[config.mk]
export PLATFORM = sky130hd
export DESIGN_NAME = stepper_phase_sequencer
export DESIGN_NICKNAME = d
export VERILOG_FILES = /design/src/psq_pkg.sv /design/src/psq_csr.sv /design/src/psq_engine.sv /design/src/stepper_phase_sequencer.sv
export SDC_FILE = /design/constraint.sdc
export NUM_CORES = 1
export LEC_CHECK = 0
export ABC_AREA = 1
export BUFFER_PORTS_ARGS = -buffer_cell sky130_fd_sc_hd__clkbuf_2
export CORE_MARGIN = 2
export CORE_UTILIZATION = 61
export DETAILED_ROUTE_END_ITERATION = 12
export MAX_ROUTING_LAYER = met4
export PLACE_DENSITY_LB_ADDON = 0.05
export RECOVER_POWER = 50
export SKIP_LAST_GASP = 1
export SLEW_MARGIN = 20
export SYNTH_ARGS = -nofsm -noshare
export SYNTH_HDL_FRONTEND = slang
export SYNTH_SLANG_ARGS = --single-unit
[constraint.sdc]
create_clock -name clock -period 4.1 [get_ports clock]
set_input_delay 0.82 -clock clock [delete_from_list [all_inputs] [get_ports clock]]
set_output_delay 0.82 -clock clock [all_outputs]
set_load 0.005 [all_outputs]
[src/psq_pkg.sv]
package psq_pkg;

   localparam logic [2:0] CMD_TICK  = 3'd0;
   localparam logic [2:0] CMD_FWD   = 3'd1;
   localparam logic [2:0] CMD_BWD   = 3'd2;
   localparam logic [2:0] CMD_CYCLE = 3'd3;
   localparam logic [2:0] CMD_GOTO  = 3'd4;

   localparam logic [1:0] ST_OK      = 2'd0;
   localparam logic [1:0] ST_BAD_POS = 2'd1;
   localparam logic [1:0] ST_BUSY    = 2'd2;

   localparam logic [1:0] MODE_WAVE = 2'd0;
   localparam logic [1:0] MODE_TWO  = 2'd1;
   localparam logic [1:0] MODE_HALF = 2'd2;
   localparam logic [1:0] MODE_NONE = 2'd3;

   localparam logic [1:0] REG_STEP_MODE   = 2'd0;
   localparam logic [1:0] REG_HOLD_ENABLE = 2'd1;
   localparam logic [1:0] REG_PULSE_TICKS = 2'd2;

   localparam logic [15:0] PULSE_TICKS_RESET = 16'd10;

   typedef struct packed {
      logic [2:0]         command;
      logic [15:0]        step_count;
      logic signed [11:0] cycles;
      logic [2:0]         target_position;
   } psq_req_type;

   typedef struct packed {
      logic [3:0] coil_drive;
      logic [2:0] current_position;
      logic       moving;
      logic [1:0] status;
   } psq_rsp_type;

   typedef struct packed {
      logic [1:0]  step_mode;
      logic        hold_enable;
      logic [15:0] pulse_ticks;
   } psq_cfg_type;

   // coil bits: bit0 A, bit1 B, bit2 C, bit3 D
   function automatic logic [3:0] coil_pattern(input logic [2:0] pos);
      logic [3:0] pat;
      case (pos)
         3'd0: pat = 4'd1;
         3'd1: pat = 4'd5;
         3'd2: pat = 4'd4;
         3'd3: pat = 4'd6;
         3'd4: pat = 4'd2;
         3'd5: pat = 4'd10;
         3'd6: pat = 4'd8;
         default: pat = 4'd9;
      endcase
      return pat;
   endfunction

   function automatic logic pos_in_mode(input logic [1:0] mode, input logic [2:0] pos);
      logic ok;
      case (mode)
         MODE_WAVE: ok = ~pos[0];
         MODE_TWO:  ok = pos[0];
         MODE_HALF: ok = 1'b1;
         default:   ok = 1'b0;
      endcase
      return ok;
   endfunction

endpackage

[src/psq_csr.sv]
module psq_csr
   import psq_pkg::*;
(
   input  logic        clock,
   input  logic        reset,
   input  logic        csr_valid,
   output logic        csr_ready,
   input  logic [1:0]  csr_index,
   input  logic [15:0] csr_wdata,
   output psq_cfg_type cfg
);

   psq_cfg_type cfg_ff, cfg_in;

   assign csr_ready = 1'b1;
   assign cfg       = cfg_ff;

   always_comb begin
      cfg_in = cfg_ff;
      if (csr_valid) begin
         case (csr_index)
            REG_STEP_MODE:   cfg_in.step_mode   = csr_wdata[1:0];
            REG_HOLD_ENABLE: cfg_in.hold_enable = csr_wdata[0];
            REG_PULSE_TICKS: cfg_in.pulse_ticks = csr_wdata;
            default: ;
         endcase
      end
   end

   always_ff @(posedge clock) begin
      if (reset) begin
         cfg_ff.step_mode   <= MODE_WAVE;
         cfg_ff.hold_enable <= 1'b0;
         cfg_ff.pulse_ticks <= PULSE_TICKS_RESET;
      end else begin
         cfg_ff <= cfg_in;
      end
   end

endmodule

[src/psq_engine.sv]
module psq_engine
   import psq_pkg::*;
#(
   parameter int COUNT_BITS = 16
)
(
   input  logic        clock,
   input  logic        reset,
   input  psq_cfg_type cfg,
   input  logic        fire,
   input  psq_req_type item,
   output psq_rsp_type result
);

   localparam int WIDE = (COUNT_BITS > 16) ? COUNT_BITS : 16;

   logic [2:0]            ring_ff, ring_in;
   logic [COUNT_BITS-1:0] steps_ff, steps_in;
   logic                  dir_ff, dir_in;
   logic [15:0]           pulse_ff, pulse_in;
   logic [3:0]            coil_ff, coil_in;

   logic [1:0]            status;
   logic                  busy;
   logic [2:0]            stride;
   logic [15:0]           pulse_load;
   logic [15:0]           pulse_dec;
   logic [11:0]           mag;
   logic                  neg;
   logic [15:0]           cnt16;
   logic [WIDE-1:0]       cnt_wide;
   logic [COUNT_BITS-1:0] cnt_n;
   logic                  step_req;
   logic                  abort_req;
   logic [2:0]            step_pos;

   assign busy       = (steps_ff != '0) || (pulse_ff != '0);
   assign stride     = (cfg.step_mode == MODE_HALF) ? 3'd1 : 3'd2;
   assign pulse_load = (cfg.pulse_ticks == '0) ? 16'd1 : cfg.pulse_ticks;
   assign pulse_dec  = pulse_ff - 16'd1;
   assign neg        = item.cycles[11];
   assign mag        = neg ? (12'd0 - item.cycles) : item.cycles;

   always_comb begin
      if (item.command == CMD_CYCLE) begin
         cnt16 = (cfg.step_mode == MODE_HALF) ? {1'b0, mag, 3'b000} : {2'b00, mag, 2'b00};
      end else begin
         cnt16 = item.step_count;
      end
      cnt_wide = WIDE'(cnt16);
      // saturate at the counter's full scale
      if (cnt_wide > WIDE'({COUNT_BITS{1'b1}})) begin
         cnt_n = {COUNT_BITS{1'b1}};
      end else begin
         cnt_n = cnt_wide[COUNT_BITS-1:0];
      end
   end

   always_comb begin
      ring_in   = ring_ff;
      steps_in  = steps_ff;
      dir_in    = dir_ff;
      pulse_in  = pulse_ff;
      coil_in   = coil_ff;
      status    = ST_OK;
      step_req  = 1'b0;
      abort_req = 1'b0;
      step_pos  = '0;

      if (item.command == CMD_TICK) begin
         if (pulse_ff != '0) begin
            pulse_in = pulse_dec;
            if (pulse_dec == '0) begin
               if (steps_ff != '0) begin
                  steps_in = steps_ff - COUNT_BITS'(1);
                  step_req = 1'b1;
               end else if (!cfg.hold_enable) begin
                  coil_in = '0;
               end
            end
         end
      end else if (item.command inside {CMD_FWD, CMD_BWD, CMD_CYCLE, CMD_GOTO} && busy) begin
         status = ST_BUSY;
      end else begin
         case (item.command)
            CMD_FWD, CMD_BWD, CMD_CYCLE: begin
               if (item.command == CMD_CYCLE && cfg.step_mode == MODE_NONE) begin
                  abort_req = 1'b1;
                  status    = ST_BAD_POS;
               end else if (cnt_n != '0) begin
                  if (item.command == CMD_CYCLE) begin
                     dir_in = neg || (mag == '0);
                  end else begin
                     dir_in = (item.command == CMD_BWD);
                  end
                  steps_in = cnt_n - COUNT_BITS'(1);
                  step_req = 1'b1;
               end
            end
            CMD_GOTO: begin
               if (pos_in_mode(cfg.step_mode, item.target_position)) begin
                  steps_in = '0;
                  ring_in  = item.target_position;
                  coil_in  = coil_pattern(item.target_position);
                  pulse_in = pulse_load;
               end else begin
                  abort_req = 1'b1;
                  status    = ST_BAD_POS;
               end
            end
            default: ;
         endcase
      end

      step_pos = dir_in ? (ring_ff - stride) : (ring_ff + stride);
      if (step_req) begin
         if (pos_in_mode(cfg.step_mode, ring_ff)) begin
            ring_in  = step_pos;
            coil_in  = coil_pattern(step_pos);
            pulse_in = pulse_load;
         end else begin
            abort_req = 1'b1;
            status    = ST_BAD_POS;
         end
      end

      // drop the rest of the move
      if (abort_req) begin
         steps_in = '0;
         pulse_in = '0;
         if (!cfg.hold_enable) begin
            coil_in = '0;
         end
      end

      result.coil_drive       = coil_in;
      result.current_position = ring_in;
      result.moving           = (steps_in != '0) || (pulse_in != '0);
      result.status           = status;
   end

   always_ff @(posedge clock) begin
      if (reset) begin
         ring_ff  <= '0;
         steps_ff <= '0;
         dir_ff   <= 1'b0;
         pulse_ff <= '0;
         coil_ff  <= '0;
      end else if (fire) begin
         ring_ff  <= ring_in;
         steps_ff <= steps_in;
         dir_ff   <= dir_in;
         pulse_ff <= pulse_in;
         coil_ff  <= coil_in;
      end
   end

endmodule

[src/stepper_phase_sequencer.sv]
// Four-coil unipolar stepper sequencer over an eight-position ring.
// req channel: one item per tick or command (tick, forward, backward, cycle,
//   goto). rsp channel: exactly one result per item, in order, giving coil
//   drive, ring position, moving flag and status.
// csr channel: register writes (0 step_mode, 1 hold_enable, 2 pulse_ticks),
//   always ready, taken in the cycle they are presented; write only while idle.
// Throughput: one item per cycle sustained while rsp_ready stays high. An
//   accepted item is held in the input register, where the state update is
//   computed, and its result is then written to the output register, which
//   drives rsp_valid and rsp_item.
// When the receiver stalls, the result holds in the output register; one
//   more item may wait in the input register, after which req_ready drops
//   until rsp_ready returns.
// Reset (synchronous, active high) empties both registers, puts the ring at
//   position A with all coils off and no move pending, and loads the
//   register defaults (wave mode, no hold, 10 ticks per pulse).
// COUNT_BITS sets the width of the remaining-step counter; longer requests
//   saturate at its full scale.
module stepper_phase_sequencer
   import psq_pkg::*;
#(
   parameter int COUNT_BITS = 16
)
(
   input  logic        clock,
   input  logic        reset,
   input  logic        req_valid,
   output logic        req_ready,
   input  psq_req_type req_item,
   output logic        rsp_valid,
   input  logic        rsp_ready,
   output psq_rsp_type rsp_item,
   input  logic        csr_valid,
   output logic        csr_ready,
   input  logic [1:0]  csr_index,
   input  logic [15:0] csr_wdata
);

   psq_cfg_type cfg;
   psq_rsp_type result;

   logic        in_valid_ff;
   psq_req_type in_item_ff;
   logic        out_valid_ff;
   psq_rsp_type out_item_ff;
   logic        advance;

   assign advance   = in_valid_ff && (!out_valid_ff || rsp_ready);
   assign req_ready = !in_valid_ff || advance;
   assign rsp_valid = out_valid_ff;
   assign rsp_item  = out_item_ff;

   psq_csr u_csr (
      .clock     (clock),
      .reset     (reset),
      .csr_valid (csr_valid),
      .csr_ready (csr_ready),
      .csr_index (csr_index),
      .csr_wdata (csr_wdata),
      .cfg       (cfg)
   );

   psq_engine #(
      .COUNT_BITS (COUNT_BITS)
   ) u_engine (
      .clock  (clock),
      .reset  (reset),
      .cfg    (cfg),
      .fire   (advance),
      .item   (in_item_ff),
      .result (result)
   );

   always_ff @(posedge clock) begin
      if (reset) begin
         in_valid_ff <= 1'b0;
      end else if (req_ready) begin
         in_valid_ff <= req_valid;
      end
   end

   always_ff @(posedge clock) begin
      if (req_ready && req_valid) begin
         in_item_ff <= req_item;
      end
   end

   always_ff @(posedge clock) begin
      if (reset) begin
         out_valid_ff <= 1'b0;
      end else if (advance) begin
         out_valid_ff <= 1'b1;
      end else if (rsp_ready) begin
         out_valid_ff <= 1'b0;
      end
   end

   always_ff @(posedge clock) begin
      if (advance) begin
         out_item_ff <= result;
      end
   end

endmodule

==> results of run 1 <==
[power by group through the flow]
stage / clock network [mW] / registers (mW) / logic (mW)
4_1_cts: 0.878 / 1.22 / 0.711
6_report: 0.865 / 1.23 / 0.725
3_5_place_dp: 0 / 1.24 / 0.708
5_1_grt: 0.916 / 1.23 / 0.820
2_1_floorplan: 0 / 1.22 / 0.547
3_3_place_gp: 0 / 1.25 / 0.702
[worst max path at each step]
stage                         from     endpoint  cells past startpoint
floorplan           in_item_ff[33]  rsp_item[7]                     25
global placement    in_item_ff[33]  rsp_item[7]                     23
detailed placement  in_item_ff[33]  rsp_item[7]                     23
CTS                 in_item_ff[33]  rsp_item[7]                     23
global route         in_item_ff[3]  rsp_item[7]                     25
finish              in_item_ff[33]  rsp_item[7]                     24
[cell usage after synthesis, types with 14 or more instances]
master / count
inv_1: 119
edfxtp_1: 44
nor2_1: 127
dfxtp_1: 61
clkbuf_1: 27
nand3_1: 98
nand4_1: 37
nand2_2: 14
o21ai_0: 118
a21oi_1: 68
xor2_1: 22
nand2_1: 262
[final cells by class]
cell class,count,area [sq um]
clock buffers,10,229.0
multi-input cells,845,4280
fillers,1080,3814
flip-flops and latches,105,2542
repair buffers,79,406.6
clock inverters,6,58.81
inverters,132,496.7
well taps,147,183.9
[flip-flops by register name, indices dropped and copies added (netlist names)]
name,count
in_item_ff,34
in_valid_ff,1
rsp_item,10
rsp_valid,1
u_csr.cfg,19
u_engine.coil_ff,4
u_engine.dir_ff,1
u_engine.pulse_ff,16
u_engine.ring_ff,3
u_engine.steps_ff,16
[per-layer routing]
| metal | vias up | track usage | share of wire |
|---|---|---|---|
| met4 | 0 | 0.1076 | 0.019 |
| met1 | 3396 | 0.4414 | 0.46 |
| met5 | - | - | 0 |
| met2 | 311 | 0.4906 | 0.44 |
| met3 | 30 | 0.06906 | 0.080 |
| li1 | 3826 | - | - |
[critical path: stages (launching register included)]
cell and delay (ns):
edfxtp_1 0.50, inv_2 0.14, nand3_4 0.20, nand2_1 0.18, ha_1 0.16, nand2_1 0.05
nor2_1 0.10, nand2_1 0.06, nor2_1 0.10, nand3_1 0.10, nor2_2 0.16, nand3_4 0.15
nand3_4 0.15, nand2_1 0.10, nand2_1 0.10, nand2_1 0.08, fa_1 0.40, xnor2_1 0.14
nand3b_1 0.20, nand2_2 0.13, nand2_1 0.06, nand3_1 0.06, nand2_1 0.05, nand2_1 0.07
inv_1 0.04
[through the flow]
| step | hold slack [ns] | util | instances | cell area, sq um | setup slack, ns |
|---|---|---|---|---|---|
| 2_1_floorplan | 0.4487 | - | 1122 | 7512 | 0.7653 |
| 3_3_place_gp | 0.4671 | 0.6574 | 1308 | 7896 | 0.3377 |
| 3_5_place_dp | 0.4785 | 0.6574 | 1308 | 7896 | 0.2200 |
| 4_1_cts | 0.4940 | 0.6814 | 1324 | 8184 | 0.2362 |
| 5_1_grt | 0.5193 | 0.6825 | 1324 | 8198 | 0.03714 |
| 6_report | 0.4887 | 0.6825 | 1324 | 8198 | 0.3887 |
[cell families after synthesis]
logic type | after synthesis
simple gates | 579
compound gates | 229
buf+inv | 172
flops | 105
xor+xnor | 27
fa+ha+maj | 9
other cells | 1
[cell usage in the layout (no fill, tap or decap), types with 9 or more instances in the layout]
cell	Yosys	final
inv_2	9	10
o21ai_0	118	118
o21ai_1	9	9
nand3_1	98	98
inv_1	119	118
dfxtp_1	61	61
nor2_1	127	125
nand2_2	14	14
nand2_1	262	262
clkbuf_16	0	9
nor2_2	12	9
a21oi_1	68	68
buf_4	3	10
clkbuf_2	0	58
clkbuf_1	27	12
edfxtp_1	44	44
xor2_1	22	22
o21ai_2	9	9
nand4_1	37	37
o211ai_1	9	9
==> impl_metrics.csv, run 1 <==
group,metric,value,unit
status,outcome,"finished, violations left",
status,failed_checks,"max-capacitance violations, max-slew violations",
yosys,synthSimpleGateAreaFrac,0.3486,
clock_network,clk_latency,0.37,ns
clock_network,postCtsSetupRepairBufs,0,
die,dieHeight,115.0,microns
yosys,synth_xor_area_frac,0.03248,
yosys,synthFlopType,"dfxtp_1",
global_route,grt.total_usage,0.3267,
layout,drive_gt1_frac,0.1300,
timing,setup_violations,0,
hold_path,hp-start,"u_csr.cfg[0]",
setup_path,crit_required,4.24,ns
global_route,grt_pass1_vias,6674,
timing,grt_setup_unrepaired,"no",
setup_path,crit_path_end_kind,"flip-flop",
setup_path,crit_path_max_fanout,16,
clock_network,cts_sinks,105,
setup_path,cp.arrival,3.85,ns
power,p_seq_frac,0.435,
clock_network,numCtsBuffers,9,
yosys,synthMuxAreaShare,0,
layout,diodes,0,
setup_path,crit_type,"reg2reg",
clock_network,cts_tree,"yes",
clock_network,clockRootBuffer,"clkbuf_16",
power,ir_drop,0.2726,mV
timing,setup_tns,0,ns
power,switchingPower,984.4,uW
setup_path,regToRegEndpoint,"rsp_item[7]",
yosys,synth_fa_ha_area_frac,0.01599,
detailed_routing,finalWirelength,20420,microns
die,ioPinCount,70,
power,netSwitchingFraction,0.3497,
global_route,grt_pass1_wl,32930,microns
timing,max_freq,0.2694,GHz
detailed_routing,num_vias,7563,
placement,gp_congestion,0.9673,
setup_path,r2r-start,"in_item_ff[33]",
timing,tightestPinTransition,1.822,ns
yosys,synth_compound_area_frac,0.1672,
detailed_routing,remaining_drc_errors,0,
yosys,synth.distinct_cells,51,
global_route,grt_overflow,0,
yosys,synth-seq-area-share,0.3384,
power,pwr-share-comb,0.258,
layout,final_net_count,1238,
hold_path,min_path_cells,2,
die,fp.dieW,115.0,microns
hold_path,hold_class,"reg2reg",
die,initial_utilization,0.6254,
detailed_routing,dr.pass1.iters,6,
layout,area_delta_synth_final,9.127,%
flow_run,drv_cap,1,
yosys,syn-instance-count,1122,
yosys,synth_top_family_by_area,"simple AND/OR/NAND/NOR gates",
power,pwr-share-clk,0.307,
clock_network,path_clk_slew,0.08,ns
clock_network,cts_hold_buf,0,
detailed_routing,ant_nets,0,
setup_path,startpoint_type,"flip-flop",
timing,min_period,3.711,ns
yosys,syn_avg_cell_area,6.695,sq um
yosys,synthArstFlopShare,0,
die,num_rows,40,
placement,port_buffers,68,
timing,report.final.hold_viol_count,0,
setup_path,r2r.worst_path.cells,24,
die,core_area,0.01201,sq mm
timing,relSlewSlack,-0.2146,
detailed_routing,routedWlPerCell,15.43,microns
yosys,yosysWarnings,0,
global_route,antenna_found_initial,0,
clock_network,cts_resized,0,
yosys,syn-num-nets,1188,
timing,final.period_utilization,0.9052,
detailed_routing,drt-initial-drc-count,763,
yosys,synth_top_cells_by_area,"edfxtp_1 (18%), dfxtp_1 (16%), nand2_1 (13%), o21ai_0 (7.9%), nand3_1 (6.5%)",
clock_network,cts.htree.levels,3,
clock_network,max-clock-path-buffers,2,
power,p_int,1.831,mW
placement,dp.final_hpwl,15500,microns
yosys,synth-edff-count,44,
hold_path,hold-path-endpoint,"u_csr.cfg[0]",
power,power_density,343.4,mW/mm^2
yosys,ys_ff_latch,105,
yosys,synth_area_leader_cell,"edfxtp_1",
timing,slew_viol_final,35,
setup_path,rrSetupSlack,0.39,ns
die,dieArea,0.01322,sq mm
power,total_power,2.815,mW
detailed_routing,via_per_inst,5.712,
global_route,grt_max_degree,46,
yosys,synth_top_area_share,0.1759,
power,leakage,3.780,nW
timing,finClkSkew,0.01723,ns
yosys,synth_area,0.007512,sq mm
Note: power is estimated with default switching activity, not from simulation.
==> run 2, diff against run 1 <==
- CORE_UTILIZATION: 61 -> 50
==> run 2 against run 1 <==
  * The run still ends with max-capacitance violations, max-slew violations left
  * Core utilization decreased by 11 points
  * Clock skew down 0.0025 ns
  * Worst setup slack improved by 0.015 ns
  * Die area is 21% higher
  * First-iteration DRC count down 31%
  * Hold slack improved by 0.0034 ns
  * Register-to-register slack barely moved
==> impl_metrics.csv, run 2 (synthesis gave the netlist of run 1 again) <==
group,metric,value,unit
setup_path,crit_path_end_kind,"flip-flop",
status,failed_checks,"max-capacitance violations, max-slew violations",
timing,setup_tns,0,ns
timing,tightestPinTransition,1.560,ns
clock_network,cts.htree.levels,3,
power,ir_drop,0.2689,mV
setup_path,cp.buffers_inverters,2,
detailed_routing,num_vias,7562,
global_route,grt_pass1_vias,7000,
layout,layout_common_cells,"nand2_1 (262), nor2_1 (125), o21ai_0 (118), inv_1 (117), nand3_1 (98)",
hold_path,hold_class,"reg2reg",
hold_path,hold-path-endpoint,"u_csr.cfg[4]",
setup_path,rrSetupSlack,0.40,ns
power,power_density,349.6,mW/mm^2
layout,multi_input_area,0.004263,sq mm
global_route,grt.total_usage,0.2801,
placement,gp_congestion,0.9654,
die,ioPinCount,70,
setup_path,crit_path_max_fanout,10,
clock_network,clk_latency,0.37,ns
timing,min_period,3.696,ns
layout,largest_reg_flops,34,
setup_path,cp.arrival,3.84,ns
setup_path,r2r-start,"in_item_ff[3]",
placement,dp.final_hpwl,16160,microns
layout,final_common_cell,"nand2_1",
layout,n_fill_cell,1462,
setup_path,crit_required,4.24,ns
detailed_routing,dr.pass1.iters,5,
die,num_rows,44,
clock_network,cts_hold_buf,0,
clock_network,cts_sinks,105,
global_route,grt_pass1_wl,35120,microns
timing,final.period_utilization,0.9016,
placement,port_buffers,68,
timing,report.final.hold_viol_count,0,
die,initial_utilization,0.5149,
layout,drive_gt1_frac,0.1397,
setup_path,startpoint_type,"flip-flop",
global_route,grt_max_degree,88,
setup_path,crit_chain,"inv_1, ha_1, nand3_1, nand2_2, nand2_1, nand2_1, nand2_1, nand2_1, nand3_1, nor2_2, nand3_4, nand3_2, nand2_1, nand2_1, nand2_1, fa_1, xnor2_1, nand3b_1, nand2_2, nand2_1, nand3_1, nand2_1, nand2_1, inv_1",
die,core_area,0.01459,sq mm
layout,stdcell_area,0.008299,sq mm
power,leakage,3.829,nW
setup_path,cp_common_cell,"nand2_1",
layout,area_delta_synth_final,10.48,%
status,outcome,"finished, violations left",
clock_network,path_clk_slew,0.08,ns
die,dieHeight,126.6,microns
timing,slew_viol_final,32,
setup_path,cpPeakStageDelay,0.46,ns
setup_path,cp_slowest_cell,"edfxtp_1",
timing,relSlewSlack,-0.04003,
hold_path,hp-start,"u_csr.cfg[4]",
layout,diodes,0,
detailed_routing,routedWlPerCell,15.69,microns
detailed_routing,ant_nets,0,
setup_path,cp_top_family,"simple AND/OR/NAND/NOR gates",
global_route,grt_overflow,0,
setup_path,r2r.worst_path.cells,24,
clock_network,cts_tree,"yes",
layout,final_net_count,1242,
detailed_routing,remaining_drc_errors,0,
die,fp.dieW,126.6,microns
detailed_routing,via_per_inst,5.540,
clock_network,max-clock-path-buffers,2,
die,dieArea,0.01602,sq mm
placement,placed_area,0.007950,sq mm
setup_path,regToRegEndpoint,"rsp_item[7]",
clock_network,clockRootBuffer,"clkbuf_16",
detailed_routing,finalWirelength,21410,microns
global_route,antenna_found_initial,0,
layout,regMostFlops,"in_item_ff",
clock_network,numCtsBuffers,9,
detailed_routing,drt-initial-drc-count,524,
hold_path,min_path_cells,2,
timing,grt_setup_unrepaired,"no",
flow_run,drv_cap,1,
timing,setup_violations,0,
timing,max_freq,0.2705,GHz
timing,finClkSkew,0.01474,ns
layout,final-seq-area,0.002542,sq mm
setup_path,crit_type,"reg2reg",
-- run 2: cell count changes in the layout (fill, tap and decap cells not counted), sizes merged --
cell / delta
buf: +4
-- run 2: worst min-delay path, cell delays in order (launching register included) --
cell and delay (ns):
dfxtp_1 0.33, inv_1 0.07, a21oi_1 0.05
-- run 2: worst max-delay path by stage --
stage,start,end,slack [ns],cells after the start
after floorplan,in_item_ff[33],rsp_item[7],0.77,25
after global routing,in_item_ff[33],rsp_item[7],0.002,23
after detailed placement,in_item_ff[33],rsp_item[7],0.32,23
after CTS,in_item_ff[33],rsp_item[7],0.30,23
final,in_item_ff[3],rsp_item[7],0.40,24
after global placement,in_item_ff[33],rsp_item[7],0.39,23
-- run 2: repair_timing --
item / in CTS / in global routing
setup endpoints to repair: 0 / 9
resized for setup: 0 / 3
setup buffers: 0 / 3
-- run 2: area by class of cell --
cell class	count	area share
timing repair buffer	83	0.05352
clock inverter	6	0.008744
inverter	132	0.05985
clock buffer	10	0.03015
multi-input combinational	845	0.5136
tap	184	0.02774
sequential	105	0.3063
-- run 2: through the flow --
| step | std cells | total power, mW | setup WS [ns] | hold slack [ns] | util |
|---|---|---|---|---|---|
| after floorplan | 1122 | 1.768 | 0.7653 | 0.4487 | - |
| after global placement | 1346 | 1.973 | 0.3915 | 0.4695 | 0.5449 |
| after detailed placement | 1346 | 1.976 | 0.3233 | 0.4746 | 0.5449 |
| after CTS | 1362 | 2.898 | 0.2981 | 0.4922 | 0.5671 |
| after global routing | 1365 | 3.059 | 0.001601 | 0.5362 | 0.5689 |
| final | 1365 | 2.902 | 0.4036 | 0.4921 | 0.5689 |
-- run 2: metal layers --
metal  GRT usage  routed length, microns  vias up
li1            -                       -     3832
met1      0.3791                   10120     3465
met2      0.4319                    9730      231
met3     0.05314                    1218       34
met4     0.07628                     346        0
met5           -                       0        -
-- run 2: power by group --
part	internal [mW]	total (mW)	switching, mW
Clock	0.475	0.934	0.459
Combinational	0.249	0.745	0.496
Sequential	1.16	1.22	0.0655
Total	1.88	2.90	1.02
==> run 3, diff against run 2 <==
- CORE_UTILIZATION: 50 -> 44
==> run 3 against run 2 <==
  * The run still ends with max-capacitance violations, max-slew violations left
  * Critical path depth unchanged
  * Final area up 0.68%
  * Register-to-register slack about the same
  * Critical endpoint unchanged
  * Largest power group unchanged
  * Highest routed layer unchanged
==> impl_metrics.csv, run 3 (synthesis gave the netlist of run 1 again) <==
group,metric,value,unit
setup_path,crit_path_max_fanout,16,
die,initial_utilization,0.4514,
power,p_int,1.845,mW
clock_network,clockRootBuffer,"clkbuf_16",
layout,stdcell_area,0.008356,sq mm
layout,regMostFlops,"in_item_ff",
layout,final_net_count,1247,
power,leakage,3.834,nW
timing,finClkSkew,0.01181,ns
detailed_routing,via_per_inst,5.332,
setup_path,crit_type,"reg2reg",
die,core_area,0.01664,sq mm
setup_path,startpoint_type,"flip-flop",
detailed_routing,ant_nets,0,
placement,gp_congestion,0.9579,
die,num_rows,47,
layout,layout_common_cells,"nand2_1 (262), nor2_1 (125), o21ai_0 (118), inv_1 (117), nand3_1 (98)",
global_route,antenna_found_initial,0,
placement,dp.final_hpwl,17060,microns
die,dieHeight,134.7,microns
clock_network,clk_latency,0.37,ns
power,pwr-share-clk,0.313,
setup_path,cpPeakStageDelay,0.50,ns
power,ir_drop,0.2189,mV
setup_path,cp.arrival,3.82,ns
detailed_routing,num_vias,7497,
setup_path,regToRegEndpoint,"rsp_item[7]",
setup_path,cp-endpoint,"rsp_item[7]",
placement,dp.cells,1387,
global_route,grt_max_degree,58,
placement,port_buffers,68,
setup_path,rrSetupSlack,0.41,ns
placement,placed_area,0.008033,sq mm
timing,max_freq,0.2707,GHz
status,outcome,"finished, violations left",
setup_path,cp-startpoint,"in_item_ff[33]",
layout,drive_gt1_frac,0.1408,
setup_path,r2r.worst_path.cells,24,
clock_network,path_clk_slew,0.08,ns
setup_path,crit_path_end_kind,"flip-flop",
layout,finalNonFillerCells,1406,
clock_network,cts_tree,"yes",
power,switchingPower,1.017,mW
die,fp.dieW,134.7,microns
status,failed_checks,"max-capacitance violations, max-slew violations",
timing,report.final.hold_viol_count,0,
clock_network,cts_sinks,105,
hold_path,hold_class,"reg2reg",
setup_path,r2r-start,"in_item_ff[33]",
power,p_seq_frac,0.427,
layout,largest_reg_flops,34,
setup_path,cp_common_cell,"nand2_1",
detailed_routing,routedWlPerCell,15.67,microns
detailed_routing,finalWirelength,22030,microns
timing,relSlewSlack,-0.09484,
detailed_routing,dr.pass1.iters,8,
setup_path,crit_chain,"inv_2, nand3_4, nand2_1, ha_1, nand2_1, nor2_1, nand2_1, nor2_1, nand3_1, nor2_2, nand3_4, nand3_2, nand2_1, nand2_1, nand2_1, fa_1, xnor2_1, nand3b_1, nand2_2, nand2_1, nand3_1, nand2_1, nand2_1, inv_1",
layout,final_common_cell,"nand2_1",
global_route,grt_overflow,0,
clock_network,cts.htree.levels,3,
clock_network,max-clock-path-buffers,2,
timing,tightestPinTransition,1.642,ns
timing,slew_viol_final,33,
power,netSwitchingFraction,0.3552,
die,dieArea,0.01813,sq mm
layout,area_delta_synth_final,11.23,%
setup_path,cp_slowest_cell,"edfxtp_1",
timing,setup_violations,0,
global_route,grt.total_usage,0.2568,
global_route,grt_pass1_wl,35670,microns
detailed_routing,remaining_drc_errors,0,
setup_path,crit_required,4.23,ns
layout,diodes,0,
timing,final.period_utilization,0.9010,
clock_network,cts_hold_buf,0,
global_route,grt_pass1_vias,6815,
die,ioPinCount,70,
clock_network,numCtsBuffers,9,
detailed_routing,drt-initial-drc-count,632,
flow_run,drv_cap,1,
power,pwr-share-comb,0.260,
power,power_density,342.5,mW/mm^2
hold_path,hp-start,"u_csr.cfg[4]",
timing,min_period,3.694,ns
[run 3: metal layers]
metal | part of all wire | track usage | wire length (microns)
met3 | 0.043 | 0.03979 | 949
met1 | 0.50 | 0.3646 | 11020
met5 | 0 | - | 0
met2 | 0.44 | 0.3787 | 9624
met4 | 0.020 | 0.07427 | 435
[run 3: layout make-up]
cell class                 count  area, sq um
inverter                     132        496.7
fill                        1769         8287
multi-input combinational    845         4263
sequential                   105         2542
tap                          220        275.3
clock buffer                  10        229.0
timing repair buffer          88        479.2
clock inverter                 6        70.07
[run 3: metrics by stage]
step	hold WS, ns	utilization	power [mW]	TNS [ns]	worst slack (ns)
finish	0.4949	0.5021	2.862	0	0.4058
global route	0.5404	0.5021	3.029	-0.0009890	-0.0009890
CTS	0.4971	0.5006	2.875	0	0.2841
detailed placement	0.4852	0.4827	1.979	0	0.2845
global placement	0.4784	0.4827	1.977	0	0.3625
floorplan	0.4487	-	1.768	0	0.7653
[run 3: worst max-delay path, delay by kind of cell (launching register included)]
| kind | cells | cell delay [ns] |
|---|---|---|
| xor+xnor | 1 | 0.14 |
| fa+ha+maj | 2 | 0.56 |
| buf+inv | 2 | 0.17 |
| simple gates | 19 | 2.08 |
| flops | 1 | 0.50 |
[run 3: worst min path at each step]
stage / end / slack (ns) / cells after the start
floorplan: u_csr.cfg[4] / 0.45 / 2
CTS: u_csr.cfg[4] / 0.50 / 2
detailed placement: u_csr.cfg[0] / 0.49 / 2
global placement: u_csr.cfg[4] / 0.48 / 2
finish: u_csr.cfg[4] / 0.49 / 2
global route: u_csr.cfg[4] / 0.54 / 2
[run 3: power by group through the flow]
stage / Sequential (mW) / Clock, mW / Combinational, mW
5_1_grt: 1.23 / 0.955 / 0.841
4_1_cts: 1.22 / 0.916 / 0.737
3_5_place_dp: 1.25 / 0 / 0.734
6_report: 1.22 / 0.895 / 0.744
3_3_place_gp: 1.25 / 0 / 0.732
2_1_floorplan: 1.22 / 0 / 0.547
[run 3: timing repair]
action,CTS,global route
resized for setup,0,3
endpoints found under the hold margin,0,0
buffers inserted,0,3
endpoints found under the setup margin,0,9
